[config.mk]
export PLATFORM = sky130hd
export DESIGN_NAME = skyline_key_points
export DESIGN_NICKNAME = d
export VERILOG_FILES = /design/src/hw/rtl/skyp_pkg.sv /design/src/hw/rtl/skyp_ctrl.sv /design/src/hw/rtl/skyp_datapath.sv /design/src/hw/rtl/skyline_key_points.sv
export VERILOG_INCLUDE_DIRS = /design/src /design/src/hw/rtl
export SDC_FILE = /design/constraint.sdc
export NUM_CORES = 2
export LEC_CHECK = 0
export BUFFER_PORTS_ARGS = -buffer_cell sky130_fd_sc_hd__buf_2
export CORE_MARGIN = 5
export CORE_UTILIZATION = 45
export CTS_BUF_LIST = sky130_fd_sc_hd__clkbuf_2
export CTS_CLUSTER_DIAMETER = 40
export CTS_CLUSTER_SIZE = 16
export DETAILED_ROUTE_END_ITERATION = 10
export PLACE_DENSITY_LB_ADDON = 0.05
export SLEW_MARGIN = 20
export SYNTH_ARGS = -nofsm -noshare
export SYNTH_HDL_FRONTEND = slang
export SYNTH_HIERARCHICAL = 1
export SYNTH_SLANG_ARGS = --single-unit
[constraint.sdc]
create_clock -name aclk -period 7.6 [get_ports aclk]
set_clock_uncertainty 0.05 [all_clocks]
set_input_delay 0.38 -clock aclk [delete_from_list [all_inputs] [get_ports aclk]]
set_output_delay 0.38 -clock aclk [all_outputs]
set_load 0.05 [all_outputs]
[src/hw/rtl/skyline_key_points_macros.svh]
// ----------------------------------------------------------------------------
// Skyline key points: assertion macros
// Concurrent assertion wrappers, empty under synthesis.
// ----------------------------------------------------------------------------
`ifndef SKYLINE_KEY_POINTS_MACROS_SVH
`define SKYLINE_KEY_POINTS_MACROS_SVH

`ifndef SYNTHESIS
// Same-cycle implication.
`define SKYP_ASSERT(label, clk, rstn, ante, cons) \
    label: assert property (@(posedge clk) disable iff (!rstn) (ante) |-> (cons)) \
        else $error("skyline key points: assertion failed");
// Next-cycle implication.
`define SKYP_ASSERT_NEXT(label, clk, rstn, ante, cons) \
    label: assert property (@(posedge clk) disable iff (!rstn) (ante) |=> (cons)) \
        else $error("skyline key points: assertion failed");
`else
`define SKYP_ASSERT(label, clk, rstn, ante, cons)
`define SKYP_ASSERT_NEXT(label, clk, rstn, ante, cons)
`endif

`endif

[src/hw/rtl/skyp_pkg.sv]
// ----------------------------------------------------------------------------
// Skyline key points: package
// Shared constants, controller states and command/status bundles.
// ----------------------------------------------------------------------------
package skyp_pkg;

    localparam int MaxBldg   = 32;
    localparam int IdxW      = $clog2(MaxBldg);
    localparam int CntW      = $clog2(MaxBldg + 1);
    localparam int CoordW    = 31;
    localparam int InTdataW  = ((3 * CoordW + 7) / 8) * 8;
    localparam int OutTdataW = ((2 * CoordW + 7) / 8) * 8;

    typedef enum logic [2:0] {
        ST_IDLE,
        ST_COORD,
        ST_HEIGHT,
        ST_DECIDE,
        ST_FINAL
    } skyp_state_t;

    typedef struct packed {
        logic load_bldg;
        logic start_coord;
        logic step_coord;
        logic commit_coord;
        logic step_height;
        logic take_point;
        logic finish;
    } skyp_cmd_t;

    typedef struct packed {
        logic scan_done;
        logic coord_got;
        logic height_changed;
        logic pend_valid;
        logic out_free;
    } skyp_status_t;

endpackage

[src/hw/rtl/skyp_ctrl.sv]
// ----------------------------------------------------------------------------
// Skyline key points: controller
// Sequences loading, the edge coordinate scan, the height scan and output.
// ----------------------------------------------------------------------------
module skyp_ctrl (
    input  logic                   aclk,
    input  logic                   aresetn,
    input  logic                   s_tvalid,
    input  logic                   s_tlast,
    output logic                   s_tready,
    input  skyp_pkg::skyp_status_t status,
    output skyp_pkg::skyp_cmd_t    cmd
);
    import skyp_pkg::*;

    skyp_state_t state_reg;
    skyp_state_t state_next;

    always_ff @(posedge aclk) begin
        if (!aresetn) begin
            state_reg <= ST_IDLE;
        end else begin
            state_reg <= state_next;
        end
    end

    always_comb begin
        state_next = state_reg;
        cmd        = '0;
        s_tready   = 1'b0;
        unique case (state_reg)
            ST_IDLE: begin
                s_tready = 1'b1;
                if (s_tvalid) begin
                    cmd.load_bldg = 1'b1;
                    if (s_tlast) begin
                        cmd.start_coord = 1'b1;
                        state_next      = ST_COORD;
                    end
                end
            end
            ST_COORD: begin
                if (!status.scan_done) begin
                    cmd.step_coord = 1'b1;
                end else if (status.coord_got) begin
                    cmd.commit_coord = 1'b1;
                    state_next       = ST_HEIGHT;
                end else begin
                    state_next = ST_FINAL;
                end
            end
            ST_HEIGHT: begin
                if (!status.scan_done) begin
                    cmd.step_height = 1'b1;
                end else begin
                    state_next = ST_DECIDE;
                end
            end
            ST_DECIDE: begin
                if (!status.height_changed) begin
                    cmd.start_coord = 1'b1;
                    state_next      = ST_COORD;
                end else if (!status.pend_valid || status.out_free) begin
                    // release the held point, hold the new one until we know it is not last
                    cmd.take_point  = 1'b1;
                    cmd.start_coord = 1'b1;
                    state_next      = ST_COORD;
                end
            end
            ST_FINAL: begin
                if (status.out_free) begin
                    cmd.finish = 1'b1;
                    state_next = ST_IDLE;
                end
            end
            default: begin
                state_next = ST_IDLE;
            end
        endcase
    end

endmodule

[src/hw/rtl/skyp_datapath.sv]
// ----------------------------------------------------------------------------
// Skyline key points: datapath
// Building table, scan registers, held key point and output register.
// ----------------------------------------------------------------------------
`include "skyline_key_points_macros.svh"

module skyp_datapath (
    input  logic                             aclk,
    input  logic                             aresetn,
    input  skyp_pkg::skyp_cmd_t              cmd,
    output skyp_pkg::skyp_status_t           status,
    input  logic [skyp_pkg::InTdataW-1:0]    s_tdata,
    output logic                             m_tvalid,
    input  logic                             m_tready,
    output logic [skyp_pkg::OutTdataW-1:0]   m_tdata,
    output logic                             m_tlast,
    output logic                             m_tuser
);
    import skyp_pkg::*;

    logic [CoordW-1:0] left_table   [MaxBldg];
    logic [CoordW-1:0] right_table  [MaxBldg];
    logic [CoordW-1:0] height_table [MaxBldg];

    logic [CntW-1:0]   cnt_reg;
    logic              ovf_reg;
    logic [CntW-1:0]   entry_reg;
    logic              side_reg;
    logic              got_reg;
    logic              have_prev_reg;
    logic [CoordW-1:0] best_reg;
    logic [CoordW-1:0] x_reg;
    logic [CoordW-1:0] hbest_reg;
    logic [CoordW-1:0] prev_h_reg;
    logic              pend_valid_reg;
    logic [CoordW-1:0] pend_x_reg;
    logic [CoordW-1:0] pend_h_reg;
    logic              m_tvalid_reg;
    logic [CoordW-1:0] out_x_reg;
    logic [CoordW-1:0] out_h_reg;
    logic              out_last_reg;
    logic              out_ovf_reg;

    logic [CoordW-1:0] in_left;
    logic [CoordW-1:0] in_right;
    logic [CoordW-1:0] in_height;
    logic              in_valid_bldg;
    logic              tbl_full;
    logic [IdxW-1:0]   rd_idx;
    logic [CoordW-1:0] rd_left;
    logic [CoordW-1:0] rd_right;
    logic [CoordW-1:0] rd_height;
    logic [CoordW-1:0] cand;
    logic              cand_ok;
    logic              hit;
    logic              out_free;
    logic              out_load;

    assign in_left       = s_tdata[CoordW-1:0];
    assign in_right      = s_tdata[2*CoordW-1:CoordW];
    assign in_height     = s_tdata[3*CoordW-1:2*CoordW];
    assign in_valid_bldg = in_left < in_right;
    assign tbl_full      = cnt_reg == CntW'(MaxBldg);

    assign rd_idx    = entry_reg[IdxW-1:0];
    assign rd_left   = left_table[rd_idx];
    assign rd_right  = right_table[rd_idx];
    assign rd_height = height_table[rd_idx];

    // next edge coordinate: smallest one strictly above the previous coordinate
    assign cand    = side_reg ? rd_right : rd_left;
    assign cand_ok = (!have_prev_reg || (cand > x_reg)) && (!got_reg || (cand < best_reg));
    assign hit     = (rd_left <= x_reg) && (x_reg < rd_right) && (rd_height > hbest_reg);

    assign out_free = !m_tvalid_reg || m_tready;
    assign out_load = (cmd.take_point && pend_valid_reg) || cmd.finish;

    assign status.scan_done      = entry_reg == cnt_reg;
    assign status.coord_got      = got_reg;
    assign status.height_changed = hbest_reg != prev_h_reg;
    assign status.pend_valid     = pend_valid_reg;
    assign status.out_free       = out_free;

    assign m_tvalid = m_tvalid_reg;
    assign m_tdata  = {(OutTdataW - 2 * CoordW)'(0), out_h_reg, out_x_reg};
    assign m_tlast  = out_last_reg;
    assign m_tuser  = out_ovf_reg;

    // control state
    always_ff @(posedge aclk) begin
        if (!aresetn) begin
            cnt_reg        <= '0;
            ovf_reg        <= 1'b0;
            have_prev_reg  <= 1'b0;
            prev_h_reg     <= '0;
            pend_valid_reg <= 1'b0;
            m_tvalid_reg   <= 1'b0;
        end else begin
            if (cmd.load_bldg && in_valid_bldg) begin
                if (tbl_full) begin
                    ovf_reg <= 1'b1;
                end else begin
                    cnt_reg <= cnt_reg + 1'b1;
                end
            end
            if (cmd.commit_coord) begin
                have_prev_reg <= 1'b1;
            end
            if (cmd.take_point) begin
                pend_valid_reg <= 1'b1;
                prev_h_reg     <= hbest_reg;
            end
            if (out_load) begin
                m_tvalid_reg <= 1'b1;
            end else if (m_tready) begin
                m_tvalid_reg <= 1'b0;
            end
            if (cmd.finish) begin
                cnt_reg        <= '0;
                ovf_reg        <= 1'b0;
                have_prev_reg  <= 1'b0;
                prev_h_reg     <= '0;
                pend_valid_reg <= 1'b0;
            end
        end
    end

    // table and scan payload
    always_ff @(posedge aclk) begin
        if (cmd.load_bldg && in_valid_bldg && !tbl_full) begin
            left_table[cnt_reg[IdxW-1:0]]   <= in_left;
            right_table[cnt_reg[IdxW-1:0]]  <= in_right;
            height_table[cnt_reg[IdxW-1:0]] <= in_height;
        end
        if (cmd.start_coord) begin
            entry_reg <= '0;
            side_reg  <= 1'b0;
            got_reg   <= 1'b0;
        end
        if (cmd.step_coord) begin
            if (cand_ok) begin
                best_reg <= cand;
                got_reg  <= 1'b1;
            end
            if (side_reg) begin
                entry_reg <= entry_reg + 1'b1;
            end
            side_reg <= !side_reg;
        end
        if (cmd.commit_coord) begin
            x_reg     <= best_reg;
            entry_reg <= '0;
            hbest_reg <= '0;
        end
        if (cmd.step_height) begin
            if (hit) begin
                hbest_reg <= rd_height;
            end
            entry_reg <= entry_reg + 1'b1;
        end
        if (cmd.take_point) begin
            if (pend_valid_reg) begin
                out_x_reg    <= pend_x_reg;
                out_h_reg    <= pend_h_reg;
                out_last_reg <= 1'b0;
                out_ovf_reg  <= ovf_reg;
            end
            pend_x_reg <= x_reg;
            pend_h_reg <= hbest_reg;
        end
        if (cmd.finish) begin
            out_x_reg    <= pend_valid_reg ? pend_x_reg : '0;
            out_h_reg    <= pend_valid_reg ? pend_h_reg : '0;
            out_last_reg <= 1'b1;
            out_ovf_reg  <= ovf_reg;
        end
    end

    `SKYP_ASSERT(a_cnt_max, aclk, aresetn, 1'b1, cnt_reg <= CntW'(MaxBldg))
    `SKYP_ASSERT(a_load_free, aclk, aresetn, out_load, out_free)
    `SKYP_ASSERT(a_scan_bound, aclk, aresetn, cmd.step_coord || cmd.step_height, entry_reg < cnt_reg)
    `SKYP_ASSERT_NEXT(a_finish_clear, aclk, aresetn, cmd.finish, (cnt_reg == '0) && !ovf_reg && !pend_valid_reg && m_tvalid_reg)

endmodule

[src/hw/rtl/skyline_key_points.sv]
// ----------------------------------------------------------------------------
// Skyline key points: top level
// Loads buildings one per item; the item marked last starts the sweep
// that streams out the skyline key points.
// ----------------------------------------------------------------------------
// Load: one item per cycle, no result; the table takes up to 32 buildings.
// Sweep (N stored buildings): each distinct edge coordinate takes an edge scan over
// both edges of every entry, a height scan over every entry and a decide step, over
// at most 2N+1 scans; the first key point appears after the second change is found,
// the last one after the final empty edge scan. Both scans share one table read port.
// Reset (aresetn low, synchronous): empty table, overflow clear, no result held.
module skyline_key_points (
    input  logic                             aclk,
    input  logic                             aresetn,
    input  logic                             s_tvalid,
    output logic                             s_tready,
    // left_edge [30:0], right_edge [61:31], bldg_height [92:62], zero pad
    input  logic [skyp_pkg::InTdataW-1:0]    s_tdata,
    input  logic                             s_tlast,
    output logic                             m_tvalid,
    input  logic                             m_tready,
    // point_x [30:0], point_height [61:31], zero pad
    output logic [skyp_pkg::OutTdataW-1:0]   m_tdata,
    output logic                             m_tlast,
    // overflow [0]
    output logic                             m_tuser
);
    import skyp_pkg::*;

    skyp_cmd_t    cmd;
    skyp_status_t status;

    skyp_ctrl u_ctrl (
        .aclk     (aclk),
        .aresetn  (aresetn),
        .s_tvalid (s_tvalid),
        .s_tlast  (s_tlast),
        .s_tready (s_tready),
        .status   (status),
        .cmd      (cmd)
    );

    skyp_datapath u_datapath (
        .aclk     (aclk),
        .aresetn  (aresetn),
        .cmd      (cmd),
        .status   (status),
        .s_tdata  (s_tdata),
        .m_tvalid (m_tvalid),
        .m_tready (m_tready),
        .m_tdata  (m_tdata),
        .m_tlast  (m_tlast),
        .m_tuser  (m_tuser)
    );

endmodule
# After elaboration in Yosys (flattened, before gate mapping)
# Memories as Yosys holds them, arrays and structs flattened. A register that Yosys moved wholly into a read port is not among the register bits.
# Cells that the tools add are included.
# totals
ff_bits	271
ramBits	2976
inputBits	101
out_inout_bits	68
wordCells	128
memories	3
# classes
add_sub_neg	2
order_cmp	6
n_eq_ne	13
n_mux	54
bitwise	2
reduce_logical	29
# memory_table
memory	words	word_bits	rd	rd_ports_with_merged_regs	wr	line_no	source
u_datapath.height_table	32	31	1	1	1	skyp_datapath.sv:23	logic [CoordW-1:0] height_table [MaxBldg];
u_datapath.left_table	32	31	1	1	1	skyp_datapath.sv:21	logic [CoordW-1:0] left_table [MaxBldg];
u_datapath.right_table	32	31	1	1	1	skyp_datapath.sv:22	logic [CoordW-1:0] right_table [MaxBldg];
# op_table
op	count
$mux 31	12
$lt 31x31->1	3
$gt 31x31->1	2
$le 31x31->1	1
$ne 31x31->1	1
$mux 6	5
$mux 1	25
$mux 3	8
$pmux 3 s5	1
$add 6x1->6 const B	2
$reduce_and 2->1	5
$reduce_bool 2->1	4
$eq 3x2->1 const B	2
$eq 6x6->1	1
$eq 6x6->1 const B	1
$logic_and 1x1->1	6
$logic_not 1->1	6
$ne 2x1->1 const B	3
$reduce_and 6->1	1
$logic_or 1x1->1	5
$mux 2	2
$ne 2x2->1 const B	2
$eq 3x1->1 const B	1
$eq 3x3->1 const B	1
5 further kinds	6

# Depth between registers and ports, before layout
# logic_depth
ltp_word	11
mapped_depth	23
depth_no_buf	16

# Hierarchy
# Netlist, hierarchy kept.
# modules_own_cells
module	instances	cells_each	area_each_um2	seq_area_each_um2
skyp_datapath	1	6010	127592.4	96612.7
skyp_ctrl	1	40	344.1	60.1

# Worst setup path after synthesis
# OpenSTA, ideal clock, no wires.
# synth_timing
path_type	register to register
startpoint	register u_ctrl.state_reg[2]
endpoint	register u_datapath.cnt_reg[4]
setup_time_ns	0.075
arrival_ns	7.534
required_time_ns	7.475
slack_ns	-0.059
stages_incl_launch_ff	11
n_path_buf	1
period_less_slack_ns	7.659
path_cell_list	dfxtp_1 > buf_6 > nor3_1 > and2_1 > nand2b_1 > a2111oi_0 > o21ai_0 > a22oi_1 > o2111ai_1 > nor2_1 > o21ba_2
# synth_rtl
item	line_no	source
start: declaration	skyp_ctrl.sv:16	skyp_state_t state_reg;
start signal: assignment	skyp_ctrl.sv:23	state_reg <= state_next;
end signal: assignment	skyp_datapath.sv:103	cnt_reg <= cnt_reg + 1'b1;
end: declaration	skyp_datapath.sv:25	logic [CntW-1:0] cnt_reg;

# Worst setup path after layout
# layout_timing
startpoint	register u_datapath.entry_reg[0]
endpoint	register u_datapath.best_reg[13] (enable)
# layout_via
elab_chain_len	4
# layout_lines
item	line_no	source
start: declaration	skyp_datapath.sv:27	logic [CntW-1:0] entry_reg;
start signal: assignment	skyp_datapath.sv:146	entry_reg <= entry_reg + 1'b1;
start signal: assignment	skyp_datapath.sv:159	entry_reg <= entry_reg + 1'b1;
$eq 6x6->1	skyp_datapath.sv:78	assign status.scan_done = entry_reg == cnt_reg;
$mux 1	skyp_ctrl.sv:43	if (!status.scan_done) begin
$mux 2	skyp_ctrl.sv:31	unique case (state_reg)
$reduce_and 2->1 (no line)	--	
end signal: assignment	skyp_datapath.sv:142	best_reg <= cand;
end: declaration	skyp_datapath.sv:31	logic [CoordW-1:0] best_reg;
# No other way between the ends.
# A chain may end at the register's enable or synchronous reset.

==> flow_summary.ini <==
[cts]
tritoncts = yes
post_cts_buffers = 0
hold_buffers = 264
cts.sinks = 3247
cts_buffer_depth = 4
cts_root_buf = clkbuf_2
cts_resized = 0
clk_pin_slew_ns = 0.18
cts_made_buffers = 485
worstSkewPairLatency_ns = 1.94
h-tree-depth = 5

[yosys]
synth_top_area_cell = edfxtp_1
synth_seq_cells = 3247
netlist_area_um2 = 128000
synth_seq_area_share = 0.756
synthArstFlopShare = 0
avgSynthCellArea_um2 = 21.1
ys_warn_count = 6
synth_edf_count = 3164
yosysTopAreaCellShare = 0.743
synth.area.top_cells = edfxtp_1 (74%), mux4_2 (13%), mux2i_1 (2.0%)
synth_most_common_cell = edfxtp_1
synthTopCellsByCount = edfxtp_1 (3164), mux4_2 (741), mux2i_1 (262), ha_1 (188), nor2_1 (185)
yosysUniqueCellTypes = 69
synth_cells = 6050
synth_ff_type = edfxtp_1

[placed_design]
placed_cell_area_um2 = 134000
hpwl_um = 193000
portBuffers = 163
gp_congestion = 0.841

[sta]
final.setup.tns_ns = 0
fmax_mhz = 157
timing.final.crit_share = 0.838
whs_ns = 0.125
timing.slew.headroom = 0.177
setup_viol = 0
max_slew.worst_pin.slew_ns = 1.23
post-route-min-period_ns = 6.37
rsz0062_at_grt = no
drv_slew = 0
hold_viol_final = 0

[floorplanning]
die_y_um = 543
fp.dieW_um = 543
start_util = 0.452
ioPinCount = 169
core-area_um2 = 283000
rows = 195
dieArea_um2 = 295000

[routing]
via_per_inst = 5.93
drtPass1Iterations = 6
dr_total_vias = 65500
detail-route-antenna-nets = 0
wl_per_cell_um = 33.7
drt-total-wl_um = 373000
drc_errors = 0
drtIter0Drc = 7037

[global_routing]
grt_pass1_vias = 65700
grt_usage = 0.250
grt_first_pass_wirelength_um = 518000
antenna_found_initial = 19
grt_max_degree = 117
overflow = 0

[status]
status = finished, final reports clean

[setup_path]
arrival_ns = 7.83
required_ns = 9.06
cp_slowest_cell = o21ai_1
path_buf_inv = 2
cp_common_cell = o21ai_0
endpoint_kind = register
critPathTopFamily = compound AO/OA/AOI/OAI gates
start_kind = register
crit_fanout = 39
worstSetupPathType = reg -> reg
cp_cell_sequence = buf_4 > mux4_2 > mux4_2 > o21ai_1 > o21ai_0 > ha_1 > a21oi_1 > o21ai_0 > a21o_1 > a211oi_1 > o21ai_0 > o21ai_0 > and3_1 > buf_4
critPathMaxStageDelay_ns = 0.88

[finish]
design_area_um2 = 144000
nets = 7152
syn_to_final_growth_pct = 12.6
drive_above_1_share = 0.287
num-fill-cells = 22900
utilization = 0.509

[power]
vdd_drop_max_v = 0.000155
p_leak_nw = 45.3
power_w = 0.0392
power.density_nw_per_um2 = 272

[job]
cap_violations = 0

[min_path]
hold_class = in -> reg
## metal layers
| metal | GRT usage | part of all wire | up-vias |
|---|---|---|---|
| met3 | 0.0336 | 0.061 | 455 |
| met4 | 0.0500 | 0.018 | 6 |
| met5 | 0 | 0.00011 | - |
| met2 | 0.393 | 0.47 | 2221 |
| li1 | - | - | 27100 |
| met1 | 0.379 | 0.45 | 35700 |
## cells by family after synthesis
family	synth area share
DFF	0.756
muxes	0.156
AOI/OAI and AO/OA	0.0282
and+or+nand+nor	0.0203
buffers and inverters	0.0182
adders and majority gates	0.0184
xor gates and xnor gates	0.00281
other	0.0000293
## placed cells by master (no fill, tap or decap), drive strengths merged, types with 85 or more instances in the layout
cell type	synthesis	layout
bufinv	0	85
mux2i	262	262
ha	188	188
dlygate4sd3	0	251
a21oi	110	110
edfxtp	3164	3164
clkbuf	110	532
buf	189	371
mux4	741	741
inv	131	191
nand2	141	141
o21ai	136	136
nor2	185	185
o221ai	119	119
clkinv	1	173
## worst register-to-register path, cell delays in order (launching register included)
cell	delay (ns)
dfxtp_4	0.73
buf_4	0.75
mux4_2	0.70
mux4_2	0.52
o21ai_1	0.88
o21ai_0	0.40
ha_1	0.30
a21oi_1	0.11
o21ai_0	0.11
a21o_1	0.19
a211oi_1	0.23
o21ai_0	0.18
o21ai_0	0.28
and3_1	0.24
buf_4	0.27
## per-stage QoR
stage | worst slack, ns | cells
floorplan | -0.00602 | 6051
global placement | 1.41 | 9835
detailed placement | 1.41 | 9835
CTS | 1.33 | 11000
global route | 0.989 | 11000
finish | 1.23 | 11000
## path summary, 6_finish.rpt
kind,from,endpoint,slack [ns],cells after the start
max,u_datapath/entry_reg[0]$_DFF_P_,u_datapath/best_reg[13]$_DFFE_PP_,1.23,14
min,s_tdata[91],u_datapath/height_table[8][29]$_DFFE_PP_,0.12,4
max reg2reg,u_datapath/entry_reg[0]$_DFF_P_,u_datapath/best_reg[13]$_DFFE_PP_,1.23,14
min reg2reg,u_datapath/best_reg[13]$_DFFE_PP_,u_datapath/x_reg[13]$_DFFE_PP_,0.37,0
## layout make-up
cell class                      count  area (um^2)  share of cell area
Clock buffer                      530         2650              0.0184
Tap cell                         3743         4680              0.0325
Timing Repair Buffer              624         5670              0.0394
Sequential cell                  3247        96700               0.671
Antenna cell                        8         20.0            0.000139
Multi-Input combinational cell   2373        29300               0.203
Clock inverter                    384         4490              0.0312
Inverter                          132          503             0.00349
## power breakdown
part	switching, W	internal [W]	leakage (nW)	total [W]
clock network	0.00697	0.00524	4.23	0.0122
logic	0.00383	0.00271	11.9	0.00654
registers	0.000294	0.0202	29.2	0.0205
total	0.0111	0.0281	45.3	0.0392
Power figures use the tool's default switching activity.
